## src/hw/rtl/ept_div.sv

```systemverilog
// Restoring divider, one quotient bit per cycle.
`default_nettype none
module ept_div #(
    parameter int DW = 64,
    parameter int VW = 33
) (
    input  wire logic          i_clk,
    input  wire logic          i_rst_n,
    input  wire logic          i_start,
    input  wire logic [DW-1:0] i_dividend,
    input  wire logic [VW-1:0] i_divisor,
    output logic               o_done,
    output logic      [DW-1:0] o_quotient
);

    localparam int CW = $clog2(DW + 1);

    logic [DW-1:0] r_quo;
    logic [VW-1:0] r_rem;
    logic [VW-1:0] r_dvs;
    logic [CW-1:0] r_cnt;
    logic          r_busy;
    logic          r_done;
    logic [VW:0]   trial;
    logic          fits;

    assign trial = {r_rem, r_quo[DW-1]};
    assign fits  = trial >= {1'b0, r_dvs};

    always_ff @(posedge i_clk) begin
        if (!i_rst_n) begin
            r_busy <= 1'b0;
            r_done <= 1'b0;
            r_cnt  <= '0;
        end else begin
            r_done <= 1'b0;
            if (i_start) begin
                r_busy <= 1'b1;
                r_cnt  <= CW'(DW);
            end else if (r_busy) begin
                r_cnt <= r_cnt - 1'b1;
                if (r_cnt == CW'(1)) begin
                    r_busy <= 1'b0;
                    r_done <= 1'b1;
                end
            end
        end
    end

    always_ff @(posedge i_clk) begin
        if (i_start) begin
            r_quo <= i_dividend;
            r_rem <= '0;
            r_dvs <= i_divisor;
        end else if (r_busy) begin
            r_quo <= {r_quo[DW-2:0], fits};
            r_rem <= fits ? VW'(trial - {1'b0, r_dvs}) : trial[VW-1:0];
        end
    end

    assign o_done     = r_done;
    assign o_quotient = r_quo;

endmodule
`default_nettype wire

```

## config.mk

```make
export PLATFORM = sky130hd
export DESIGN_NAME = ept_div
export DESIGN_NICKNAME = d
export VERILOG_FILES = /design/src/hw/rtl/ept_div.sv
export SDC_FILE = /design/constraint.sdc
export NUM_CORES = 1
export LEC_CHECK = 0
export BUFFER_PORTS_ARGS = -buffer_cell sky130_fd_sc_hd__buf_4
export CORE_MARGIN = 2
export CORE_UTILIZATION = 26
export DETAILED_ROUTE_END_ITERATION = 10
export PLACE_DENSITY = 0.51
export SYNTH_ARGS = -nofsm -noshare
export SYNTH_HDL_FRONTEND = slang
export SYNTH_SLANG_ARGS = --single-unit
```

## constraint.sdc

```tcl
create_clock -name i_clk -period 2.69 [get_ports i_clk]
set_clock_uncertainty 0.15 [all_clocks]
set_input_delay 0.538 -clock i_clk [delete_from_list [all_inputs] [get_ports i_clk]]
set_output_delay 0.538 -clock i_clk [all_outputs]
set_load 0.02 [all_outputs]
```

==> load_flow_metrics.sql <==
INSERT INTO impl_metrics (metric_group, metric, value, unit) VALUES
('timing', 'achievable-frequency', '342', 'MHz'),
('power', 'combinational_power_share', '26.0', '%'),
('drt', 'ant_nets', '0', ''),
('global_routing', 'grt_start_max_net_pins', '65', ''),
('timing', 'setup_viol_count_final', '33', ''),
('drt', 'routed_wl', '22900', 'microns'),
('synthesis', 'synthDominantAreaCellType', 'sky130_fd_sc_hd__edfxtp_1', ''),
('power', 'clock_power_share', '36.6', '%'),
('synthesis', 'synth_cell_type_count', '66', ''),
('cells_and_area', 'most_frequent_cells_in_the_layout', 'sky130_fd_sc_hd__buf_4, sky130_fd_sc_hd__edfxtp_1, sky130_fd_sc_hd__mux2_2', ''),
('clock_network', 'clk_path_buf_depth', '2', ''),
('timing', 'setup_tns', '-4.25', 'ns'),
('clock_network', 'tritoncts.num_buffers', '17', ''),
('drt', 'vias', '6281', ''),
('cells_and_area', 'final_util', '39.3', '%'),
('clock_network', 'path_clk_slew', '0.07', 'ns'),
('hold_path', 'hold_depth', '1', ''),
('cells_and_area', 'filler_cell_count', '2832', ''),
('placed_design', 'place.port_buffers', '164', ''),
('worst_setup_path', 'critical_path_peak_fanout', '8', ''),
('timing', 'maxSlewViolCount', '0', ''),
('floorplan', 'initial_core_utilization', '26.4', '%'),
('synthesis', 'proportion_of_netlist_area_held_by_the_largest_area_contributor', '38.3', '%'),
('drt', 'drt_first_iter_violations', '232', ''),
('timing', 'final.period_utilization', '109', '%'),
('synthesis', 'yosys_register_bits', '139', ''),
('global_routing', 'grt_first_pass_wirelength', '35600', 'microns'),
('cells_and_area', 'stdcell_area', '11300', 'sq um'),
('power', 'internal_power', '4.96', 'mW'),
('clock_network', 'cts_tree', 'built', ''),
('run_status', 'run_status', 'finished with violations', ''),
('floorplan', 'floorplan.die_area', '30600', 'sq um'),
('cells_and_area', 'mostFrequentLayoutCell', 'sky130_fd_sc_hd__buf_4', ''),
('worst_setup_path', 'worst_r2r_path_depth', '12', ''),
('worst_setup_path', 'cp_startpoint_kind', 'register', ''),
('clock_network', 'clk-insertion-delay-late', '0.44', 'ns'),
('power', 'p_sw_share', '29.6', '%'),
('drt', 'route.detailed.wl_per_inst', '16.6', 'microns'),
('worst_setup_path', 'critPathRequiredTime', '2.82', 'ns'),
('global_routing', 'number_of_antenna_violations_at_the_first_check_in_global_routing', '1', ''),
('timing', 'max_slew_margin', '62.2', '%'),
('global_routing', 'first_global_vias', '6561', ''),
('timing', 'finalHoldViolCount', '0', ''),
('global_routing', 'grt_overflow_total', '0', ''),
('synthesis', 'predominant_post_synthesis_flop_cell', 'sky130_fd_sc_hd__edfxtp_1', ''),
('synthesis', 'cell_area_after_synthesis', '7600', 'sq um'),
('clock_network', 'cell_at_the_root_of_the_clock_tree', 'sky130_fd_sc_hd__clkbuf_16', ''),
('floorplan', 'floorplan.rows', '62', ''),
('placed_design', 'globalplace.congestion', '0.813', ''),
('power', 'standby_leakage_power', '4.96', 'nW'),
('floorplan', 'core_area', '28800', 'sq um'),
('clock_network', 'clock-sinks', '139', ''),
('power', 'power_frac_seq', '37.4', '%'),
('timing', 'tightest_slew', '0.565', 'ns'),
('worst_setup_path', 'critPathKind', 'reg2reg', ''),
('placed_design', 'detailedPlacementHpwl', '16700', 'microns'),
('drt', 'vias_per_cell', '4.56', ''),
('run_status', 'violations', 'setup timing', ''),
('worst_setup_path', 'cp.arrival', '3.06', 'ns'),
('drt', 'drcViolationCount', '0', ''),
('synthesis', 'synth_cells', '685', ''),
('cells_and_area', 'antenna_cells_inserted', '0', ''),
('power', 'switching_power', '2.08', 'mW'),
('clock_network', 'cts_hold_repair.buffers', '0', ''),
('cells_and_area', 'layout.nets', '1117', ''),
('power', 'power_per_cell_area', '621', 'nW/um^2'),
('timing', 'final.setup.worst_slack', '-0.233', 'ns'),
('synthesis', 'number_of_nets_in_the_synthesized_netlist', '821', ''),
('floorplan', 'floorplan.io_pins', '165', ''),
('hold_path', 'timing.hold.worst.class', 'in2reg', ''),
('power', 'worst_ir_drop_vdd', '412', 'uV');
==> registers in the layout, summed over array words and instances (netlist names) <==
signal and cells:
r_busy 1, r_dvs 33, r_cnt 7, o_done 1
o_quotient 64, r_rem 33
==> power by group through the flow <==
stage	Clock, mW	Combinational [mW]	Sequential, mW
after floorplan	0	0.797	2.77
after global placement	0	1.69	2.67
after detailed placement	0	1.68	2.67
after CTS	2.65	1.73	2.63
after global routing	2.73	1.99	2.66
final	2.57	1.83	2.63
==> stage by stage <==
stage               worst slack [ns]  instances
global placement              -0.271       1336
global route                  -0.358       1378
finish                        -0.233       1378
detailed placement            -0.304       1336
CTS                           -0.273       1371
floorplan                    -0.0909        685
==> routing by layer <==
layer	vias to the layer above	part of all wire [%]	wire length [microns]	global-route usage, %
met1	2937	44	10200	18.8
li1	3145	-	-	-
met3	17	8.6	1980	6.40
met4	2	1.3	293	4.10
met5	-	0.052	12	0
met2	180	46	10400	23.9
==> logic make-up (layout without fill, tap and decap cells) <==
family                     count (synthesis)  in the layout  share of synthesized area (%)
buffers and inverters                     78            387                           4.49
and+or+nand+nor                          164            164                           11.1
adders and majority gates                 36             36                           6.02
AOI/OAI and AO/OA                        167            167                           15.1
DFF                                      139            139                           49.4
xor gates and xnor gates                  24             24                           2.77
muxes                                     77             77                           11.2
==> worst max-delay path: stages (launching register included) <==
cell and delay (ns):
sky130_fd_sc_hd__edfxtp_1 0.39, sky130_fd_sc_hd__inv_2 0.08, sky130_fd_sc_hd__ha_4 0.22, sky130_fd_sc_hd__buf_6 0.12, sky130_fd_sc_hd__and2_4 0.13, sky130_fd_sc_hd__a211o_1 0.33, sky130_fd_sc_hd__and2_4 0.15, sky130_fd_sc_hd__o311a_4 0.31
sky130_fd_sc_hd__a21oi_4 0.21, sky130_fd_sc_hd__buf_6 0.19, sky130_fd_sc_hd__and4b_1 0.21, sky130_fd_sc_hd__a211oi_2 0.19, sky130_fd_sc_hd__a211oi_1 0.09
==> layout make-up <==
cell class / count / area [sq um] / share of cell area (%)
clock inverter: 12 / 144 / 1.27
timing repair buffer: 310 / 2480 / 21.9
clock buffer: 20 / 479 / 4.23
tap: 384 / 480 / 4.24
multi-input combinational: 468 / 3810 / 33.7
sequential: 139 / 3750 / 33.2
inverter: 45 / 173 / 1.52
==> path summary, 6_finish.rpt <==
check | from | slack [ns] | end
worst max-delay path | r_dvs[21] | -0.23 | r_rem[17]
worst min-delay path | i_divisor[24] | 0.12 | r_dvs[24]
worst max register to register | r_dvs[21] | -0.23 | r_rem[17]
worst min register to register | r_cnt[0] | 0.34 | r_cnt[0]
==> synthesized netlist by cell type, types with 12 or more instances <==
cell type	count
sky130_fd_sc_hd__a211oi_1	25
sky130_fd_sc_hd__a21o_1	19
sky130_fd_sc_hd__a21oi_1	52
sky130_fd_sc_hd__clkbuf_1	18
sky130_fd_sc_hd__dfxtp_1	42
sky130_fd_sc_hd__edfxtp_1	97
sky130_fd_sc_hd__ha_1	35
sky130_fd_sc_hd__inv_1	45
sky130_fd_sc_hd__mux2_2	64
sky130_fd_sc_hd__mux2i_1	13
sky130_fd_sc_hd__nand2_1	29
sky130_fd_sc_hd__nor2_1	58
sky130_fd_sc_hd__o21ai_0	15
sky130_fd_sc_hd__xnor2_1	12
sky130_fd_sc_hd__xor2_1	12
==> repair_timing <==
item                                    in CTS  in global routing
setup buffers                                3                  5
endpoints found under the setup margin      34                 34
gates cloned                                 0                  3
pin swaps                                   15                 32
resized for setup                           25                 41
Power figures use the tool's default switching activity.
