## config.mk

```make
export PLATFORM = sky130hd
export DESIGN_NAME = ept_ram
export DESIGN_NICKNAME = d
export VERILOG_FILES = /design/src/hw/rtl/ept_ram.sv
export SDC_FILE = /design/constraint.sdc
export NUM_CORES = 1
export LEC_CHECK = 0
export BUFFER_PORTS_ARGS = -buffer_cell sky130_fd_sc_hd__buf_2
export CAP_MARGIN = 0
export CORE_MARGIN = 5
export CORE_UTILIZATION = 54
export DETAILED_ROUTE_END_ITERATION = 6
export PLACE_DENSITY_LB_ADDON = 0.3
export SETUP_SLACK_MARGIN = 0.15
export SLEW_MARGIN = 10
export SYNTH_ARGS = -nofsm -noshare
export SYNTH_HDL_FRONTEND = slang
export SYNTH_SLANG_ARGS = --single-unit
```

## constraint.sdc

```tcl
create_clock -name i_clk -period 1.6 [get_ports i_clk]
set_input_delay 0.24 -clock i_clk [delete_from_list [all_inputs] [get_ports i_clk]]
set_output_delay 0.24 -clock i_clk [all_outputs]
set_load 0.01 [all_outputs]
```

## src/hw/rtl/ept_ram.sv

```systemverilog
// Generic single-write, single-read RAM with registered read data.
`default_nettype none
module ept_ram #(
    parameter int WIDTH = 8,
    parameter int DEPTH = 16,
    parameter int AW    = (DEPTH > 1) ? $clog2(DEPTH) : 1
) (
    input  wire logic             i_clk,
    input  wire logic             i_we,
    input  wire logic [AW-1:0]    i_waddr,
    input  wire logic [WIDTH-1:0] i_wdata,
    input  wire logic [AW-1:0]    i_raddr,
    output logic      [WIDTH-1:0] o_rdata
);

    logic [WIDTH-1:0] r_mem [DEPTH];
    logic [WIDTH-1:0] r_rdata;

    always_ff @(posedge i_clk) begin
        if (i_we) begin
            r_mem[i_waddr] <= i_wdata;
        end
        r_rdata <= r_mem[i_raddr];
    end

    assign o_rdata = r_rdata;

endmodule
`default_nettype wire

```

==> results.yml, run 1 <==
clocking:
  cts.path.max_buffers: 2
  cts_tree: "yes"
  htree_levels: 4
  cts_hold_buf: 0
  cts.sinks: 136
  cts_inserted_buffers: 17
  cts-root-buf: "clkbuf_8"
  cts_resized: 0
  clk_latency_ns: 0.51
  clkTransAtPathRegs_ns: 0.06
  postCtsSetupBuffers: 0
timing:
  finalClockSkew_ns: 0.00710
  worstMarginPinSlew_ns: 0.864
  setup_tns_ns: 0
  rsz0062_at_grt: "false"
  fmax_mhz: 749
  slew_violations: 0
  relSlewSlack_pct: 42.2
  hold_viol: 0
  setup_viol: 0
  fin_crit_ns: 1.33
  min_period_over_period_pct: 83.4
placed_design:
  dp_cells: 398
  hpwl_um: 6330
  place.gp.congestion: 0.789
  io_buffers: 25
yosys:
  yosys.area.top_type_share_pct: 74.7
  synthTopCellsByArea: "edfxtp_1 (75%), mux4_2 (7.9%), mux4_1 (7.1%)"
  yosysWarnings: 0
  syn_inst: 229
  netlist_area_um2: 5150
  synth_area_leader_cell: "edfxtp_1"
  ys_types: 19
  yosysSeqAreaShare_pct: 77.8
  syn_area_per_cell_um2: 22.5
  synth_nets: 247
  ys_ff_latch: 136
finish:
  nFillCells: 605
  fin_nets: 306
  antenna_cells: 0
  area_delta_synth_final_pct: 19.5
  layout-drive-gt1-share_pct: 32.9
  register_area_um2: 4000
  fin_cells: 430
  multiInputGateArea_um2: 1060
floorplan:
  die-width_um: 108
  initial_core_util_pct: 55.4
  core-area_um2: 9280
  die_height_um: 108
  row_count: 35
  dieArea_um2: 11600
  pin_count: 26
global_route:
  grt_max_degree: 20
  grt_usage_pct: 19.4
  antenna_found_initial: 0
  grt_pass1_wl_um: 15500
  grt_pass1_vias: 2594
  gr-total-overflow: 0
worst_hold_path:
  hp-start: "i_wdata[0]"
  hold_path_class: "input port to flop"
  min_path_cells: 1
  hold_end: "r_mem[7][0]$_DFFE_PP_"
setup_path:
  path_class: "flop to flop"
  max_stage_delay_ns: 0.53
  r2r_cells: 3
  cp.arrival_ns: 1.73
  r2r_slack_ns: 0.27
  crit_required_ns: 1.99
  critPathMaxFanout: 1
  start_kind: "flop"
  critical-path-slowest-cell: "mux4_1"
  r2r-start: "r_mem[0][0]$_DFFE_PP_"
  critPathCaptureType: "flop"
  path_cells: "mux4_1 > a22oi_1 > nand2_1"
  timing.rr.end: "o_rdata[0]$_DFF_P_"
routing:
  drt-total-wl_um: 9970
  drt_iter0_drc: 157
  vias: 2482
  wire_per_inst_um: 23.2
  drt.antenna.violating_nets: 0
  drt-vias-per-instance: 5.77
  drcViolationCount: 0
  drt_first_pass_iters: 5
power_and_ir_drop:
  power_mw: 8.08
  ir_drop_mv: 1.02
  leakagePower_nw: 2.12
  power.density_nw_per_um2: 1310
flow_run:
  maxCapViolCount: 0
run_status:
  status: "complete, no violations"
[cells by family after synthesis]
kind of cell	count (synthesis)	share of synthesized area, %
AOI/OAI and AO/OA	16	2.33
and+or+nand+nor	35	3.18
muxes	32	15.0
buffers and inverters	10	1.68
DFF	136	77.8
[placed cells by master, fill, tap and decap left out]
master,instances
and2b_1,1
nand3b_1,2
dfxtp_1,8
edfxtp_1,128
nor3_1,3
nand2_1,9
nand3_1,1
bufinv_16,2
and2_1,1
nor2_1,13
clkinv_2,4
or3b_2,1
buf_12,3
buf_2,25
nor2b_1,1
mux4_1,14
buf_4,22
a22oi_1,16
clkinvlp_4,2
clkbuf_8,5
nor3_2,1
clkbuf_16,16
mux4_2,18
nand2b_1,2
clkbuf_1,3
[where the power goes]
group / switching (mW) / total, mW / internal [mW]
clock network: 1.32 / 3.69 / 2.37
registers: 0.0213 / 4.01 / 3.98
logic: 0.216 / 0.387 / 0.171
total: 1.56 / 8.08 / 6.53
[state kept, by name, indices dropped and copies added (netlist names)]
| name | cells |
|---|---|
| o_rdata | 8 |
| r_mem | 128 |
[how the worst max path moves through the flow]
| stage | from | end | slack [ns] | depth (start not counted) |
|---|---|---|---|---|
| 6_report | r_mem[0][0]$_DFFE_PP_ | o_rdata[0]$_DFF_P_ | 0.27 | 3 |
| 5_1_grt | r_mem[0][0]$_DFFE_PP_ | o_rdata[0]$_DFF_P_ | 0.18 | 3 |
| 4_1_cts | r_mem[0][0]$_DFFE_PP_ | o_rdata[0]$_DFF_P_ | 0.24 | 3 |
| 3_5_place_dp | i_raddr[0] | o_rdata[7]$_DFF_P_ | -0.06 | 5 |
| 3_3_place_gp | i_raddr[0] | o_rdata[7]$_DFF_P_ | -0.08 | 5 |
| 2_1_floorplan | i_waddr[2] | r_mem[3][0]$_DFFE_PP_ | 0.09 | 2 |
[cell type report]
type / instances / area share (%)
repair buffers: 50 / 5.69
well taps: 129 / 2.62
multi-input cells: 83 / 17.3
clock buffers: 24 / 7.81
flip-flops and latches: 136 / 65.1
clock inverters: 8 / 1.55
[cells in the mapped netlist (all sizes together)]
library cell	number
edfxtp	128
mux4	32
a22oi	16
nor2	13
nand2	9
dfxtp	8
buf	7
nor3	4
clkdlybuf4s25	3
nand2b	2
nand3b	2
and2	1
and2b	1
nand3	1
nor2b	1
or3b	1
[critical path, delay by kind of cell (launching register included)]
family           cells  cell delay [ns]
multiplexers         1             0.53
flip-flops           1             0.37
AO/OA/AOI/OAI        1             0.23
AND/OR/NAND/NOR      1             0.09
[per-layer routing]
metal / GRT usage, % / vias up / wire length [um]
li1: - / 1088 / -
met1: 25.8 / 1312 / 4420
met2: 30.5 / 66 / 4890
met3: 5.70 / 16 / 440
met4: 7.94 / 0 / 227
met5: 0 / - / 0
[through the flow]
| step | util, % | hold slack, ns | setup slack [ns] | area, um^2 |
|---|---|---|---|---|
| global route | 66.3 | 0.0936 | 0.179 | 6150 |
| global placement | 60.1 | 0.628 | -0.0792 | 5580 |
| CTS | 66.3 | 0.0905 | 0.244 | 6150 |
| detailed placement | 60.1 | 0.636 | -0.0646 | 5580 |
| finish | 66.3 | 0.108 | 0.265 | 6150 |
| floorplan | - | 0.339 | 0.0939 | 5150 |
Power figures use the tool's default switching activity.
==> run 2, diff against run 1 <==
CORE_UTILIZATION = 60   (was 54)
clock period = 1.4 ns   (was 1.6 ns; I/O delays follow)
==> run 2 against run 1 <==
  * Worst hold slack lost 0.037 ns
  * Global-route usage grew 2.5 points
  * Via count grew 1.1%
  * Combinational power grew 27%
  * Routed wire length shrank 0.16%
  * Register-to-register slack lost 0.18 ns
  * Utilization grew 8.3 points
  * Sequential power grew 14%
  * Setup slack lost 0.18 ns
  * Power grew 12%
  * Critical path depth is the same
  * Non-clock buffer count grew 2
==> results.yml, run 2 (synthesis gave the netlist of run 1 again) <==
clocking:
  htree_levels: 4
  cts_inserted_buffers: 17
  cts.path.max_buffers: 2
  cts_hold_buf: 0
  postCtsSetupBuffers: 0
  cts-root-buf: "clkbuf_8"
  clk_latency_ns: 0.51
  clkTransAtPathRegs_ns: 0.06
  cts_tree: "yes"
  cts.sinks: 136
setup_path:
  critical-path-slowest-cell: "mux4_2"
  crit_required_ns: 1.79
  path_cells: "mux4_2 > a22oi_2 > nand2_1"
  path_class: "flop to flop"
  start_kind: "flop"
  critPathCaptureType: "flop"
  critPathMaxFanout: 1
  path_delay_family: "multiplexers"
  cp.arrival_ns: 1.71
  max_stage_delay_ns: 0.51
  crit_buf_inv: 0
floorplan:
  die-width_um: 103
  core-area_um2: 8300
  initial_core_util_pct: 62.0
  pin_count: 26
  row_count: 33
  dieArea_um2: 10500
  die_height_um: 103
timing:
  slew_violations: 0
  relSlewSlack_pct: 35.7
  hold_viol: 0
  worstMarginPinSlew_ns: 0.962
  holdWs_ns: 0.0717
  setup_viol: 0
  finalClockSkew_ns: 0.0101
  min_period_over_period_pct: 93.7
  timing.final.ws_setup_ns: 0.0884
  fmax_mhz: 762
  fin_crit_ns: 1.31
  rsz0062_at_grt: "true"
global_route:
  use_met2_pct: 34.8
  antenna_found_initial: 3
  grtUsageMet3_pct: 6.70
  gr-total-overflow: 0
  grt_usage_pct: 21.9
  grt.busiest_layer: "met2"
  grt_max_degree: 17
  met1_usage_pct: 29.5
  grt_pass1_vias: 2691
  grt_pass1_wl_um: 15800
finish:
  antenna_cells: 0
  largest_register: "r_mem"
  layout_common_cells: "edfxtp_1 (128), mux4_2 (31), buf_2 (24)"
  largest_reg_flops: 128
  fin_cells: 408
  layout.cells.most_common: "edfxtp_1"
  utilization_pct: 74.6
  fin_nets: 308
  layout-drive-gt1-share_pct: 43.2
  area_delta_synth_final_pct: 20.3
power_and_ir_drop:
  leakagePower_nw: 2.07
  power.density_nw_per_um2: 1460
  ir_drop_mv: 1.02
routing:
  drt_iter0_drc: 178
  wire_per_inst_um: 24.4
  vias: 2509
  drcViolationCount: 0
  drt-total-wl_um: 9960
  drt_first_pass_iters: 4
  drt-vias-per-instance: 6.15
  drt.antenna.violating_nets: 0
run_status:
  status: "complete, no violations"
placed_design:
  hpwl_um: 6290
  io_buffers: 25
  place_ws_ns: -0.249
  dp_cells: 376
  place.gp.congestion: 0.803
flow_run:
  maxCapViolCount: 0
worst_hold_path:
  hold_path_class: "input port to flop"
-- run 2: cell types whose count changed in the layout (fill, tap and decap cells not counted), moves of 4 or more --
cell	delta
a22oi_1	-9
a22oi_2	+9
buf_12	+4
clkbuf_8	-4
clkinv_4	+4
mux4_1	-13
mux4_2	+13
-- run 2: worst paths after layout --
kind	start	endpoint	slack, ns	cells past startpoint
worst max-delay path	r_mem[11][0]$_DFFE_PP_	o_rdata[0]$_DFF_P_	0.09	3
worst min-delay path	i_wdata[2]	r_mem[5][2]$_DFFE_PP_	0.07	1
worst max register to register	r_mem[11][0]$_DFFE_PP_	o_rdata[0]$_DFF_P_	0.09	3
worst min register to register	r_mem[14][3]$_DFFE_PP_	o_rdata[3]$_DFF_P_	0.67	3
-- run 2: metal layers --
layer | routed length (um) | vias to the layer above
li1 | - | 1090
met1 | 3740 | 1270
met2 | 5030 | 124
met3 | 994 | 19
met4 | 140 | 6
met5 | 50 | -
-- run 2: repair_timing --
action,in CTS,in global routing
gates resized for setup,10,3
pin swaps,2,1
endpoints found under the setup margin,8,9
-- run 2: layout make-up --
| cell class | count | area (um^2) |
|---|---|---|
| Sequential cell | 136 | 4010 |
| Fill cell | 461 | 2110 |
| Multi-Input combinational cell | 83 | 1090 |
| Timing Repair Buffer | 52 | 422 |
| Clock buffer | 18 | 418 |
| Tap cell | 105 | 131 |
| Clock inverter | 14 | 126 |
-- run 2: per-stage QoR --
step	setup TNS [ns]	cell area, um^2	power, mW
after floorplan	0	5180	4.92
final	0	6190	9.06
after detailed placement	-1.69	5600	5.14
after global routing	0	6190	9.37
after CTS	0	6180	9.13
after global placement	-1.44	5600	5.12
-- run 2: where the power goes --
part	switching [mW]	internal (mW)	leakage, nW
logic	0.266	0.224	0.594
clock network	1.63	2.36	0.255
registers	0.0311	4.55	1.22
==> run 3, diff against run 2 <==
ABC_AREA = 1   (was not set)
CORE_UTILIZATION = 61   (was 60)
==> run 3 against run 2 <==
  * Utilization down 1.8 points
  * Critical path type is now flop to output pin
  * Die area up 9.2%
  * Design area rose by 8.6%
  * Clock power increased by 11%
==> results.yml, run 3 <==
yosys:
  synthTopCellsByArea: "edfxtp_1 (67%), nand2_1 (11%), nand3_1 (8.4%)"
  yosysWarnings: 0
  ys_ff_latch: 136
  synthTopCellsByCount: "nand2_1 (173), edfxtp_1 (128), inv_1 (100)"
  synth_area_leader_cell: "edfxtp_1"
  yosysMostFrequentCell: "nand2_1"
  synth_edf_count: 128
  ys_types: 12
  syn_inst: 551
  syn_area_per_cell_um2: 10.5
  yosysSeqAreaShare_pct: 69.4
  netlist_area_um2: 5770
  synthFlopType: "edfxtp_1"
  yosys.area.top_type_share_pct: 66.7
  async_flop_share_pct: 0
  synth_nets: 569
global_route:
  grt_pass1_wl_um: 20900
  grt_usage_pct: 24.7
  grt.busiest_layer: "met2"
  met1_usage_pct: 31.9
  gr-total-overflow: 0
  use_met2_pct: 40.5
  grt_max_degree: 39
  grt_pass1_vias: 3871
  grtUsageMet3_pct: 6.44
  antenna_found_initial: 0
run_status:
  status: "complete, no violations"
routing:
  wire_per_inst_um: 18.1
  drt.antenna.violating_nets: 0
  drcViolationCount: 0
  vias: 4003
  drt-total-wl_um: 13400
  drt_first_pass_iters: 5
  drt-vias-per-instance: 5.42
  drt_iter0_drc: 425
power_and_ir_drop:
  leakagePower_nw: 2.95
  power.density_nw_per_um2: 1430
  ir_drop_mv: 0.948
placed_design:
  place.gp.congestion: 0.875
  io_buffers: 25
  place_ws_ns: 0.139
  hpwl_um: 7950
clocking:
  clkTransAtPathRegs_ns: 0.06
  cts_tree: "yes"
  clk_latency_ns: 0.52
  cts.path.max_buffers: 2
  cts.sinks: 136
  cts_hold_buf: 0
  cts_inserted_buffers: 17
  postCtsSetupBuffers: 0
  htree_levels: 4
  cts-root-buf: "clkbuf_8"
setup_path:
  r2r-start: "r_mem[0][4]$_DFFE_PP_"
  start_kind: "flop"
  crit_start: "o_rdata[6]$_DFF_P_"
  timing.rr.end: "o_rdata[4]$_DFF_P_"
  path_delay_family: "flip-flops"
  crit_required_ns: 1.19
  critical-path-slowest-cell: "dfxtp_2"
  path_cells: "buf_2"
  max_stage_delay_ns: 0.34
  cp.arrival_ns: 1.00
  r2r_cells: 6
  crit_buf_inv: 1
  r2r_slack_ns: 0.36
  critPathMaxFanout: 1
  critPathCaptureType: "output pin"
  path_class: "flop to output pin"
finish:
  largest_register: "r_mem"
  largest_reg_flops: 128
  fin_nets: 615
  layout-drive-gt1-share_pct: 13.9
  antenna_cells: 0
  area_delta_synth_final_pct: 16.6
  layout.cells.most_common: "nand2_1"
  layout_common_cells: "nand2_1 (173), edfxtp_1 (128), inv_1 (100)"
timing:
  finalClockSkew_ns: 0.00512
  fmax_mhz: 826
  relSlewSlack_pct: 73.4
  setup_tns_ns: 0
  rsz0062_at_grt: "false"
  fin_crit_ns: 1.21
  slew_violations: 0
  setup_viol: 0
  hold_viol: 0
  worstMarginPinSlew_ns: 0.398
  timing.final.ws_setup_ns: 0.190
  min_period_over_period_pct: 86.4
floorplan:
  die-width_um: 107
  row_count: 35
  die_height_um: 107
  core-area_um2: 9240
  dieArea_um2: 11500
  pin_count: 26
  initial_core_util_pct: 62.4
worst_hold_path:
  min_path_cells: 3
  hp-start: "i_raddr[3]"
  hold_path_class: "input port to flop"
  hold_end: "o_rdata[2]$_DFF_P_"
flow_run:
  maxCapViolCount: 0
==> run 3: cell types whose count changed after synthesis, sizes merged, moves of 16 or more <==
cell | previous run | this run
mux4 | 32 | 0
buf | 7 | 24
a22oi | 16 | 0
nand2 | 9 | 173
inv | 0 | 102
nand3 | 1 | 97
==> run 3: per-layer routing <==
metal	vias up	routed length, um
met3	32	1090
met2	205	6800
met5	-	0
met4	0	323
li1	1865	-
met1	1901	5160
==> run 3: metrics by stage <==
stage	power (mW)	area (um^2)	util [%]	instances	hold slack [ns]
global route	9.89	6720	72.8	739	0.0641
finish	9.61	6720	72.8	739	0.0410
CTS	9.61	6720	72.8	739	0.0370
floorplan	4.99	5770	-	551	0.309
detailed placement	5.24	6130	66.4	707	0.591
global placement	5.22	6130	66.4	707	0.587
==> run 3: worst max path at each step <==
stage	to	slack [ns]	cells after the start
after floorplan	r_mem[10][0]$_DFFE_PP_	0.24	2
after global placement	o_rdata[6]$_DFF_P_	0.15	8
after detailed placement	o_rdata[4]$_DFF_P_	0.14	7
after CTS	o_rdata[2]	0.15	1
after global routing	o_rdata[3]	0.16	1
final	o_rdata[6]	0.19	1
==> run 3: area by class of cell <==
type,instances,area (um^2)
fillers,608,2520
clock buffers,18,418
multi-input cells,289,1210
flip-flops and latches,136,4010
repair buffers,51,370
inverters,102,383
well taps,129,161
clock inverters,14,171
==> run 3: cells by family (layout without fill, tap and decap cells) <==
logic type             count (synthesis)  after routing  synth area share [%]
and+or+nand+nor                      289            289                  21.0
DFF                                  136            136                  69.4
buffers and inverters                126            185                  9.52
==> run 3: power by group <==
part	total [mW]	internal [mW]	switching, mW
sequential	4.58	4.55	0.0311
clock	4.44	2.73	1.71
combinational	0.586	0.180	0.406
total	9.61	7.46	2.15
==> run 3: timing repair <==
action,CTS,global route
cloned,0,0
endpoints found under the setup margin,1,1
gates resized for setup,1,1
